### src/hw/rtl/inr_pkg.sv
// Shared types and constants for the impulse noise neighbor repair block.
// No dependencies; imported by the interfaces, the top level and its submodule.
package inr_pkg;

  localparam int PIX_W      = 8;
  localparam int SUM_W      = PIX_W + 2;
  localparam int CFG_IDX_W  = 4;
  localparam int CFG_DATA_W = 11;

  localparam int DEF_MAX_WIDTH  = 1024;
  localparam int DEF_MAX_HEIGHT = 1024;
  localparam int RST_DIM        = 512;
  localparam int MIN_DIM        = 3;

  localparam logic [PIX_W-1:0] RST_LOW_THR  = 8'd10;
  localparam logic [PIX_W-1:0] RST_HIGH_THR = 8'd250;

  localparam logic CMD_PIXEL = 1'b0;
  localparam logic CMD_FLUSH = 1'b1;

  typedef enum logic [CFG_IDX_W-1:0] {
    REG_IMAGE_WIDTH    = 4'd0,
    REG_IMAGE_HEIGHT   = 4'd1,
    REG_LOW_THRESHOLD  = 4'd2,
    REG_HIGH_THRESHOLD = 4'd3
  } cfg_reg_t;

  typedef struct packed {
    logic interior;
    logic frame_end;
  } repair_ctl_t;

endpackage

### src/hw/rtl/inr_repair.sv
// Noise test and four-neighbor rounded mean for one pending pixel.
// Depends on inr_pkg.
module inr_repair import inr_pkg::*; (
  input  logic [PIX_W-1:0] cur,
  input  logic [PIX_W-1:0] top,
  input  logic [PIX_W-1:0] right,
  input  logic [PIX_W-1:0] bottom,
  input  logic [PIX_W-1:0] left,
  input  logic [PIX_W-1:0] low_thr,
  input  logic [PIX_W-1:0] high_thr,
  input  logic             interior,
  output logic [PIX_W-1:0] res,
  output logic             replaced
);
  logic [SUM_W-1:0] sum;
  logic             noisy;

  assign sum = SUM_W'(top) + SUM_W'(right) + SUM_W'(bottom) + SUM_W'(left) + SUM_W'(2);
  assign noisy    = (cur < low_thr) || (cur > high_thr);
  assign replaced = interior && noisy;
  assign res      = replaced ? sum[SUM_W-1:2] : cur;
endmodule

### config.mk
export PLATFORM = sky130hd
export DESIGN_NAME = inr_repair
export DESIGN_NICKNAME = d
export VERILOG_FILES = /design/src/hw/rtl/inr_pkg.sv /design/src/hw/rtl/inr_repair.sv
export SDC_FILE = /design/constraint.sdc
export NUM_CORES = 1
export LEC_CHECK = 0
export ABC_AREA = 1
export BUFFER_PORTS_ARGS = -buffer_cell sky130_fd_sc_hd__buf_4
export CAP_MARGIN = 40
export CORE_ASPECT_RATIO = 1.2
export CORE_MARGIN = 4
export CORE_UTILIZATION = 35
export DETAILED_ROUTE_END_ITERATION = 16
export PLACE_DENSITY = 0.67
export SLEW_MARGIN = 20
export SYNTH_ARGS = -nofsm -noshare
export SYNTH_HDL_FRONTEND = slang
export SYNTH_SLANG_ARGS = --single-unit
### constraint.sdc
create_clock -name vclk -period 4.3
set_input_delay 0.86 -clock vclk [all_inputs]
set_output_delay 0.86 -clock vclk [all_outputs]
set_load 0.01 [all_outputs]
# Word-level counts from Yosys, hierarchy flattened
# Cells that the tools add are included.
dict set report word_totals {
  ff_bits 0
  input_bits 57
  output_inout_bits 9
  wordCells 9
}
dict set report op_classes {
  addsub 4
  order_cmp 2
  mux 1
  reduce_logical 2
}
# cell n
set ops {}
lappend ops {{$add 10x2->10 const B} 1}
lappend ops {{$add 10x8->10} 1}
lappend ops {{$add 9x8->10} 1}
lappend ops {{$add 8x8->9} 1}
lappend ops {{$gt 8x8->1} 1}
lappend ops {{$lt 8x8->1} 1}
lappend ops {{$mux 8} 1}
lappend ops {{$logic_and 1x1->1} 1}
lappend ops {{$logic_or 1x1->1} 1}

# Logic depth before layout (Yosys ltp)
# Gate-level depths: netlist of the first run.
dict set report depth {
  ltp_word 5
  ltp_mapped 15
  ltp_nobuf 15
}

# Worst setup path after synthesis of the first run
# No wires, ideal clock.
dict set report synth_timing {
  path_kind {in2out}
  from {in top[3]}
  to {out res[4]}
  t_arrival_ns 2.909
  t_required_ns 3.440
  path_slack_ns 0.531
  path_stages 12
  path_buffers 0
  cell_sequence {inv_1 > fa_1 > fa_1 > inv_1 > ha_1 > a21oi_1 > nor2_1 > nor2_1 > nand3_1 > nand2_1 > nand3_1 > nand2_1}
}
dict set report synth_between {
  elab_chain_len 5
}
# item line
set synth_rtl {}
lappend synth_rtl {{start: declaration} inr_repair.sv:5} ;# input logic [PIX_W-1:0] top,
lappend synth_rtl {{$add 8x8->9} inr_repair.sv:18} ;# assign sum = SUM_W'(top) + SUM_W'(right) + SUM_W'(bottom) + SUM_W'(left) + SUM_W'(2);
lappend synth_rtl {{$add 9x8->10} inr_repair.sv:18}
lappend synth_rtl {{$add 10x8->10} inr_repair.sv:18}
lappend synth_rtl {{$add 10x2->10} inr_repair.sv:18}
lappend synth_rtl {{$mux 8} inr_repair.sv:21} ;# assign res = replaced ? sum[SUM_W-1:2] : cur;
lappend synth_rtl {{end: declaration} inr_repair.sv:12} ;# output logic [PIX_W-1:0] res,
# Every way passes these cells.

# Worst setup path in the final report of the first run
# Ends and elaborated chain as after synthesis.

==> metrics, run 1 <==
result of the run finished, final reports clean; core area about 3900 µm²; post-synthesis cell area ~1400 µm²; iteration count of the initial detailed-routing pass 4; number of inserted filler cells in the final layout approximately 440; Final Cycle Share 0.943; Overall Power 0.409 mW; Final Instance Count excl. Fillers 350; commonest cells after routing, fill and taps aside sky130_fd_sc_hd__inv_1 (79), sky130_fd_sc_hd__buf_4 (66), sky130_fd_sc_hd__nand2_1 (60); total power density per cell area about 210 nW/µm²; DP Wirelength approximately 2.7 mm; total of warnings raised by yosys 0; Die Span Y 77.8 µm; Die Outline Area roughly 5100 µm²; sequence of cells on the critical path buf_4 -> inv_1 -> fa_1 -> fa_1 -> inv_1 -> ha_1 -> a21oi_1 -> nor2_1 -> nor2_1 -> nand2_1 -> nand2_1 -> nand2_1 -> nand3_1 -> nand2_1 -> buf_4; hold buffer count at cts 0; share of cells above drive strength 1 0.257; Worst IR Drop VDD roughly 0.000095 V; Unique masters post-synth 19; leakage 1.33 nW; share of the synthesized area in the top cell type 0.211; global routing usage summed across all routing layers 0.107; setup repair after global routing missed its margin false; Net Count, Synth roughly 330; wire length of the first global-routing pass 4.77 mm; vias in the first global route between 1k and 1.5k; Total Nets Final slightly below 400; grt total ovfl 0; endpoint type of the worst setup path primary output; post-route cell area just under 2000 µm²; arrival time reported for the critical path endpoint between 3 and 4 ns; dominant cell type by area after synthesis sky130_fd_sc_hd__fa_1; ranking of synthesized cells by area sky130_fd_sc_hd__fa_1 (21%), sky130_fd_sc_hd__ha_1 (21%), sky130_fd_sc_hd__inv_1 (21%), sky130_fd_sc_hd__nand2_1 (16%), sky130_fd_sc_hd__nand3_1 (4.9%); layout sequential cell count 0; crit path time final between 4 and 5 ns; Worst Setup Path Type input pin to primary output; f_max roughly 250 MHz; headroom to the max-slew limit 0.876; maximum number of pins on one net before global-route repair 10; Routed WL per cell 8.11 µm; layout-stage area growth over the synthesis result 39.1%; clock buf count 0; # rows 25; most repeated library cell on the critical path sky130_fd_sc_hd__nand2_1; data required time of the critical path between 3 and 4 ns; count of input and output buffers 66; Critical Path Fanout Max 5; gate count of the mapped netlist approximately 230; number of hold violations in the final report 0; Buffers & Inverters on Critical Path 4; initial core utilization 0.360; total vias in the final route approximately 1.4k; antenna violations before repair 0; Final TNS setup 0 ns; Critical Path Max Stage Delay slightly above 0.5 ns; drt first-iter violations 20; Via-to-Cell Ratio between 4 and 5; class of the most critical hold timing path input pin to primary output; Critical Path Start Type input pin; final wirelength 2.84 mm; Post-Place Cell Area slightly below 2000 µm²; cells resized by post-CTS repair 0; number of max-slew violations in the final report 0; number of top-level design ports 66; drt drc 0; setup bufs post-CTS 0; # Max-Cap Violations 0; sequential element share of the synthesized area 0; dominant delay contributor by cell family on the critical path adder cells; post-synthesis area per instance a little over 6 µm²; Post-Place Cells 350; post-route antenna net violation count 0; sequential cell area 0 µm²; count of inserted antenna diode cells 0; cell count of the worst hold path 4; Placer Congestion 0.743; Critical-path top delay cell sky130_fd_sc_hd__fa_1; horizontal die dimension between 60 and 70 µm; worst hold slack after final layout approximately 2.0 ns; most frequent standard cell in the layout excluding fill and tap cells sky130_fd_sc_hd__inv_1; number of setup violations in the final report 0; number of stages on the worst setup path 15; worst slew pin tran about 0.18 ns
-- per-layer routing --
layer,share of wire,wire (µm),vias up,track usage
met5,0,0,-,0
met4,0,0,0,0
met3,0.043,123,0,0.00434
met2,0.53,1500,28,0.215
met1,0.43,1210,619,0.128
li1,-,-,802,-
-- cell usage after synthesis --
library cell,n
sky130_fd_sc_hd__nand3_1,14
sky130_fd_sc_hd__nor2_2,2
sky130_fd_sc_hd__a21oi_1,9
sky130_fd_sc_hd__inv_2,2
sky130_fd_sc_hd__nand2_1,60
sky130_fd_sc_hd__ha_1,24
sky130_fd_sc_hd__a21o_1,1
sky130_fd_sc_hd__buf_4,1
sky130_fd_sc_hd__o21a_1,1
sky130_fd_sc_hd__nand2_2,4
sky130_fd_sc_hd__o21ai_0,1
sky130_fd_sc_hd__nand2_4,2
sky130_fd_sc_hd__xor2_1,3
sky130_fd_sc_hd__nand4_1,3
sky130_fd_sc_hd__fa_1,15
sky130_fd_sc_hd__inv_1,79
sky130_fd_sc_hd__o21bai_1,1
sky130_fd_sc_hd__nor2_1,8
sky130_fd_sc_hd__o21ai_1,1
-- final timing paths --
check,to,slack (ns),start
max,res[4],0.25,top[3]
min,res[0],2.01,cur[0]
-- cells by family after synthesis --
family | Yosys count | share of synthesized area
buffers and inverters | 82 | 0.219
and+or+nand+nor | 93 | 0.285
AOI/OAI and AO/OA | 14 | 0.0546
adders and majority gates | 39 | 0.423
xor gates and xnor gates | 3 | 0.0185
-- area by class of cell --
type / count / area (µm²) / share of cell area
tap: 54 / 67.6 / 0.0342
multi-input combinational: 149 / 1110 / 0.561
timing repair buffer: 66 / 495 / 0.251
inverter: 81 / 304 / 0.154
-- power by group --
| part | total, mW | internal [mW] | switching [mW] |
|---|---|---|---|
| logic | 0.409 | 0.187 | 0.222 |
| clock network | 0 | 0 | 0 |
| registers | 0 | 0 | 0 |
-- tightest hold or removal path, stage by stage --
cell                      delay [ns]
sky130_fd_sc_hd__buf_4          0.09
sky130_fd_sc_hd__nand2_1        0.04
sky130_fd_sc_hd__nand2_1        0.05
sky130_fd_sc_hd__buf_4          0.11
-- metrics by stage --
stage	utilization	worst slack, ns
floorplan	-	0.531
global placement	0.501	0.235
detailed placement	0.501	0.227
CTS	0.501	0.220
global route	0.501	0.0204
finish	0.501	0.247
(Power assumes the default switching activity.)
==> run 2: changes to the inputs <==
--- a/config.mk
+++ b/config.mk
@@ -9,10 +9,11 @@
 export BUFFER_PORTS_ARGS = -buffer_cell sky130_fd_sc_hd__buf_4
 export CAP_MARGIN = 40
 export CORE_ASPECT_RATIO = 1.2
-export CORE_MARGIN = 4
-export CORE_UTILIZATION = 35
+export CORE_MARGIN = 2
+export CORE_UTILIZATION = 50
 export DETAILED_ROUTE_END_ITERATION = 16
-export PLACE_DENSITY = 0.67
+export PLACE_DENSITY = 0.89
+export RECOVER_POWER = 25
 export SLEW_MARGIN = 20
 export SYNTH_ARGS = -nofsm -noshare
 export SYNTH_HDL_FRONTEND = slang
==> run 2 against run 1 <==
- die area down 36%
- utilization is 20 points higher
- worst setup slack got worse by 0.011 ns
- largest cell class unchanged
- highest routed layer unchanged
==> metrics, run 2 (same netlist as run 1, synthesis figures left out) <==
headroom to the max-slew limit 0.781; drt drc 0; maximum number of pins on one net before global-route repair 10; leakage 1.32 nW; data required time of the critical path approximately 3.4 ns; Via-to-Cell Ratio 4.49; # Max-Cap Violations 0; drt first-iter violations 21; vias in the first global route 1380; wire length of the first global-routing pass 5.29 mm; share of cells above drive strength 1 0.250; Worst IR Drop VDD between 0.00015 and 0.0002 V; number of setup violations in the final report 0; final wirelength between 2 and 3 mm; post-place setup slack roughly 0.24 ns; antenna violations before repair 0; worst slew pin tran 0.328 ns; f_max approximately 250 MHz; cells resized by post-CTS repair 0; setup repair after global routing missed its margin false; cell count of the worst hold path 4; Critical-path top delay cell sky130_fd_sc_hd__fa_1; Placer Congestion 0.792; Final Cycle Share 0.945; grt total ovfl 0; layout sequential cell count 0; post-route cell area ~1900 µm²; iteration count of the initial detailed-routing pass 4; number of top-level design ports 66; post-route setup slack approximately 0.24 ns; Critical Path Start Type input pin; arrival time reported for the critical path endpoint 3.20 ns; number of inserted filler cells in the final layout 268; DP Wirelength 2.75 mm; Critical Path Fanout Max 4; count of inserted antenna diode cells 0; Post-Place Cell Area 1950 µm²; clock buf count 0; result of the run finished, final reports clean; Final TNS setup 0 ns; setup bufs post-CTS 0; Die Outline Area about 3300 µm²; sequence of cells on the critical path buf_4 -> inv_1 -> fa_1 -> fa_1 -> inv_1 -> ha_1 -> a21oi_1 -> nand2_1 -> nand2_1 -> nand2_2 -> nand2_1 -> nand2_1 -> nand3_1 -> nand2_1 -> buf_4; count of input and output buffers 66; endpoint type of the worst setup path primary output; number of hold violations in the final report 0; Overall Power just over 0.4 mW; worst hold slack after final layout ~2.0 ns; Total Nets Final slightly below 400; class of the most critical hold timing path input pin to primary output; number of max-slew violations in the final report 0; Routed WL per cell just under 9 µm; Die Span Y just over 60 µm; horizontal die dimension between 50 and 60 µm; most repeated library cell on the critical path sky130_fd_sc_hd__nand2_1; core area 2760 µm²; commonest cells after routing, fill and taps aside sky130_fd_sc_hd__inv_1 (79), sky130_fd_sc_hd__buf_4 (65), sky130_fd_sc_hd__nand2_1 (61); total vias in the final route about 1.5k; global routing usage summed across all routing layers 0.198; total power density per cell area 213 nW/µm²; hold buffer count at cts 0; most frequent standard cell in the layout excluding fill and tap cells sky130_fd_sc_hd__inv_1; post-route antenna net violation count 0; Critical Path Max Stage Delay ~0.53 ns; initial core utilization 0.515; layout-stage area growth over the synthesis result 36.6%; crit path time final 4.06 ns; Worst Setup Path Type input pin to primary output; # rows 21; sequential cell area 0 µm²
-- run 2: cell count changes in the layout (fill, tap and decap cells not counted) --
cell                       before  now
sky130_fd_sc_hd__buf_4         66   65
sky130_fd_sc_hd__clkbuf_1       0    1
sky130_fd_sc_hd__nand2_1       60   61
sky130_fd_sc_hd__nand2_4        2    1
-- run 2: worst max-delay path, delay by kind of cell --
kind            cells  cell delay [ns]
compound gates      1             0.16
buf+inv             4             0.30
simple gates        7             0.51
fa+ha+maj           3             1.36
-- run 2: through the flow --
stage | instances | util
global placement | 330 | 0.707
finish | 330 | 0.703
detailed placement | 330 | 0.707
global route | 330 | 0.703
CTS | 330 | 0.707
floorplan | 231 | -
-- run 2: worst paths after layout --
path | startpoint | endpoint | slack (ns)
max | top[2] | res[7] | 0.24
min | cur[1] | res[1] | 2.02
-- run 2: power by group --
part	switching [mW]	internal, mW
logic	0.226	0.187
clock network	0	0
registers	0	0
total	0.226	0.187
-- run 2: layer usage --
| layer | vias to the layer above | GRT usage | routed length (µm) |
|---|---|---|---|
| li1 | 803 | - | - |
| met1 | 649 | 0.232 | 1140 |
| met2 | 29 | 0.398 | 1690 |
| met3 | 0 | 0.00718 | 122 |
| met4 | 0 | 0.00641 | 0 |
| met5 | - | 0 | 0 |
-- run 2: layout make-up --
type | instances | area, µm² | area share
inverters | 81 | 304 | 0.157
well taps | 34 | 42.5 | 0.0219
multi-input cells | 149 | 1100 | 0.568
repair buffers | 66 | 492 | 0.254
==> run 3: changes to the inputs <==
--- a/config.mk
+++ b/config.mk
@@ -8,9 +8,10 @@
 export ABC_AREA = 1
 export BUFFER_PORTS_ARGS = -buffer_cell sky130_fd_sc_hd__buf_4
 export CAP_MARGIN = 40
+export CELL_PAD_IN_SITES_DETAIL_PLACEMENT = 1
+export CELL_PAD_IN_SITES_GLOBAL_PLACEMENT = 1
 export CORE_ASPECT_RATIO = 1.2
-export CORE_MARGIN = 2
-export CORE_UTILIZATION = 50
+export CORE_UTILIZATION = 33
 export DETAILED_ROUTE_END_ITERATION = 16
 export PLACE_DENSITY = 0.89
 export RECOVER_POWER = 25
==> run 3 against run 2 <==
- non-clock buffer count did not move
- worst hold slack barely moved
- worst setup slack got worse by 0.016 ns
- flip-flop and latch count did not move
- count of clock-buffer cells in the layout did not move
- utilization fell by 21 points
- via count rose by 5.6%
- final cell count rose by 6.1%
- total power rose by 6.0%
- fmax fell by 0.39%
- first-iteration DRC count fell by 24%
==> metrics, run 3 (same netlist as run 1, synthesis figures left out) <==
antenna violations before repair 0; initial core utilization 0.352; end of the worst hold path res[5]; Worst Hold Launch cur[5]; vias in the first global route roughly 1.6k; post-route antenna net violation count 0; number of inserted filler cells in the final layout 550; Final Cycle Share 0.949; area of the multi-input gates about 1100 µm²; Worst Setup Path Type input pin to primary output; cells resized by post-CTS repair 0; final wirelength about 3.5 mm; Critical-path top delay cell sky130_fd_sc_hd__fa_1; data required time of the critical path roughly 3.4 ns; sequential cell area 0 µm²; total vias in the final route about 1.6k; Overall Power ~0.44 mW; class of the most critical hold timing path input pin to primary output; # Max-Cap Violations 0; grt total ovfl 0; iteration count of the initial detailed-routing pass 4; DP Wirelength 3.34 mm; maximum number of pins on one net before global-route repair 10; wire length of the first global-routing pass 6.13 mm; # rows 25; setup bufs post-CTS 0; drt drc 0; horizontal die dimension between 60 and 70 µm; commonest cells after routing, fill and taps aside sky130_fd_sc_hd__inv_1 (79), sky130_fd_sc_hd__buf_4 (65), sky130_fd_sc_hd__nand2_1 (60); core area between 4000 and 5000 µm²; most repeated library cell on the critical path sky130_fd_sc_hd__nand2_1; most frequent standard cell in the layout excluding fill and tap cells sky130_fd_sc_hd__inv_1; headroom to the max-slew limit 0.768; endpoint type of the worst setup path primary output; drt first-iter violations 16; number of hold violations in the final report 0; sequence of cells on the critical path buf_4 -> inv_1 -> fa_1 -> fa_1 -> inv_1 -> ha_1 -> a21oi_1 -> nand2_1 -> nand2_2 -> nand2_2 -> nand2_1 -> nand2_1 -> nand3_1 -> nand2_1 -> buf_4; Final Instance Count excl. Fillers 350; global routing usage summed across all routing layers 0.170; crit path time final around 4 ns; layout sequential cell count 0; Placer Congestion 0.747; total power density per cell area around 220 nW/µm²; Buffers & Inverters on Critical Path 4; Post-Place Cells 350; Via-to-Cell Ratio approximately 4.5; Critical Path Fanout Max 4; startpoint of the most critical setup path top[2]; Final TNS setup 0 ns; Finished Core Util 0.492; Total Nets Final between 300 and 400; number of max-slew violations in the final report 0; hold buffer count at cts 0; dominant delay contributor by cell family on the critical path adder cells; worst slew pin tran approximately 0.35 ns; number of setup violations in the final report 0; layout-stage area growth over the synthesis result 39.8%; number of top-level design ports 66; setup repair after global routing missed its margin false; arrival time reported for the critical path endpoint between 3 and 4 ns; Critical Path Max Stage Delay about 0.52 ns; result of the run finished, final reports clean; share of cells above drive strength 1 0.264; Critical Path Start Type input pin; Worst IR Drop VDD about 0.000095 V; Routed WL per cell 10.1 µm; Die Outline Area between 4000 and 5000 µm²; Die Span Y between 70 and 80 µm; cell count of the worst hold path 4; leakage ~1.3 nW; count of inserted antenna diode cells 0; f_max approximately 250 MHz; clock buf count 0; count of input and output buffers 66
[run 3: cell counts in the layout (fill, tap and decap cells not counted)]
Identical to the previous run, type by type.
[run 3: worst max-delay path by stage]
stage | endpoint | slack (ns) | depth (start not counted)
2_1_floorplan | res[4] | 0.53 | 12
3_3_place_gp | res[5] | 0.22 | 15
3_5_place_dp | res[5] | 0.15 | 17
4_1_cts | res[5] | 0.14 | 17
5_1_grt | res[5] | 0.02 | 15
6_report | res[5] | 0.22 | 15
[run 3: final cells by class]
type / instances / share of cell area
multi-input cells: 149 / 0.565
well taps: 54 / 0.0340
inverters: 81 / 0.153
repair buffers: 66 / 0.248
[run 3: where the power goes]
group	internal (mW)	switching [mW]	leakage, nW
clock network	0	0	0
registers	0	0	0
logic	0.196	0.242	1.32
total	0.196	0.242	1.32
[run 3: through the flow]
step / hold slack (ns) / instance area, µm² / setup slack (ns)
6_report: 2.02 / 1990 / 0.220
5_1_grt: 2.04 / 1990 / 0.0203
3_5_place_dp: 2.02 / 1980 / 0.148
4_1_cts: 2.03 / 1980 / 0.141
2_1_floorplan: 1.84 / 1420 / 0.531
3_3_place_gp: 2.01 / 1980 / 0.215
[run 3: layer usage]
metal / part of all wire / GRT usage / up-vias
met1: 0.38 / 0.183 / 734
met4: 0.0068 / 0.00988 / 0
met3: 0.025 / 0.00352 / 2
li1: - / - / 801
met5: 0 / 0 / -
met2: 0.59 / 0.361 / 27
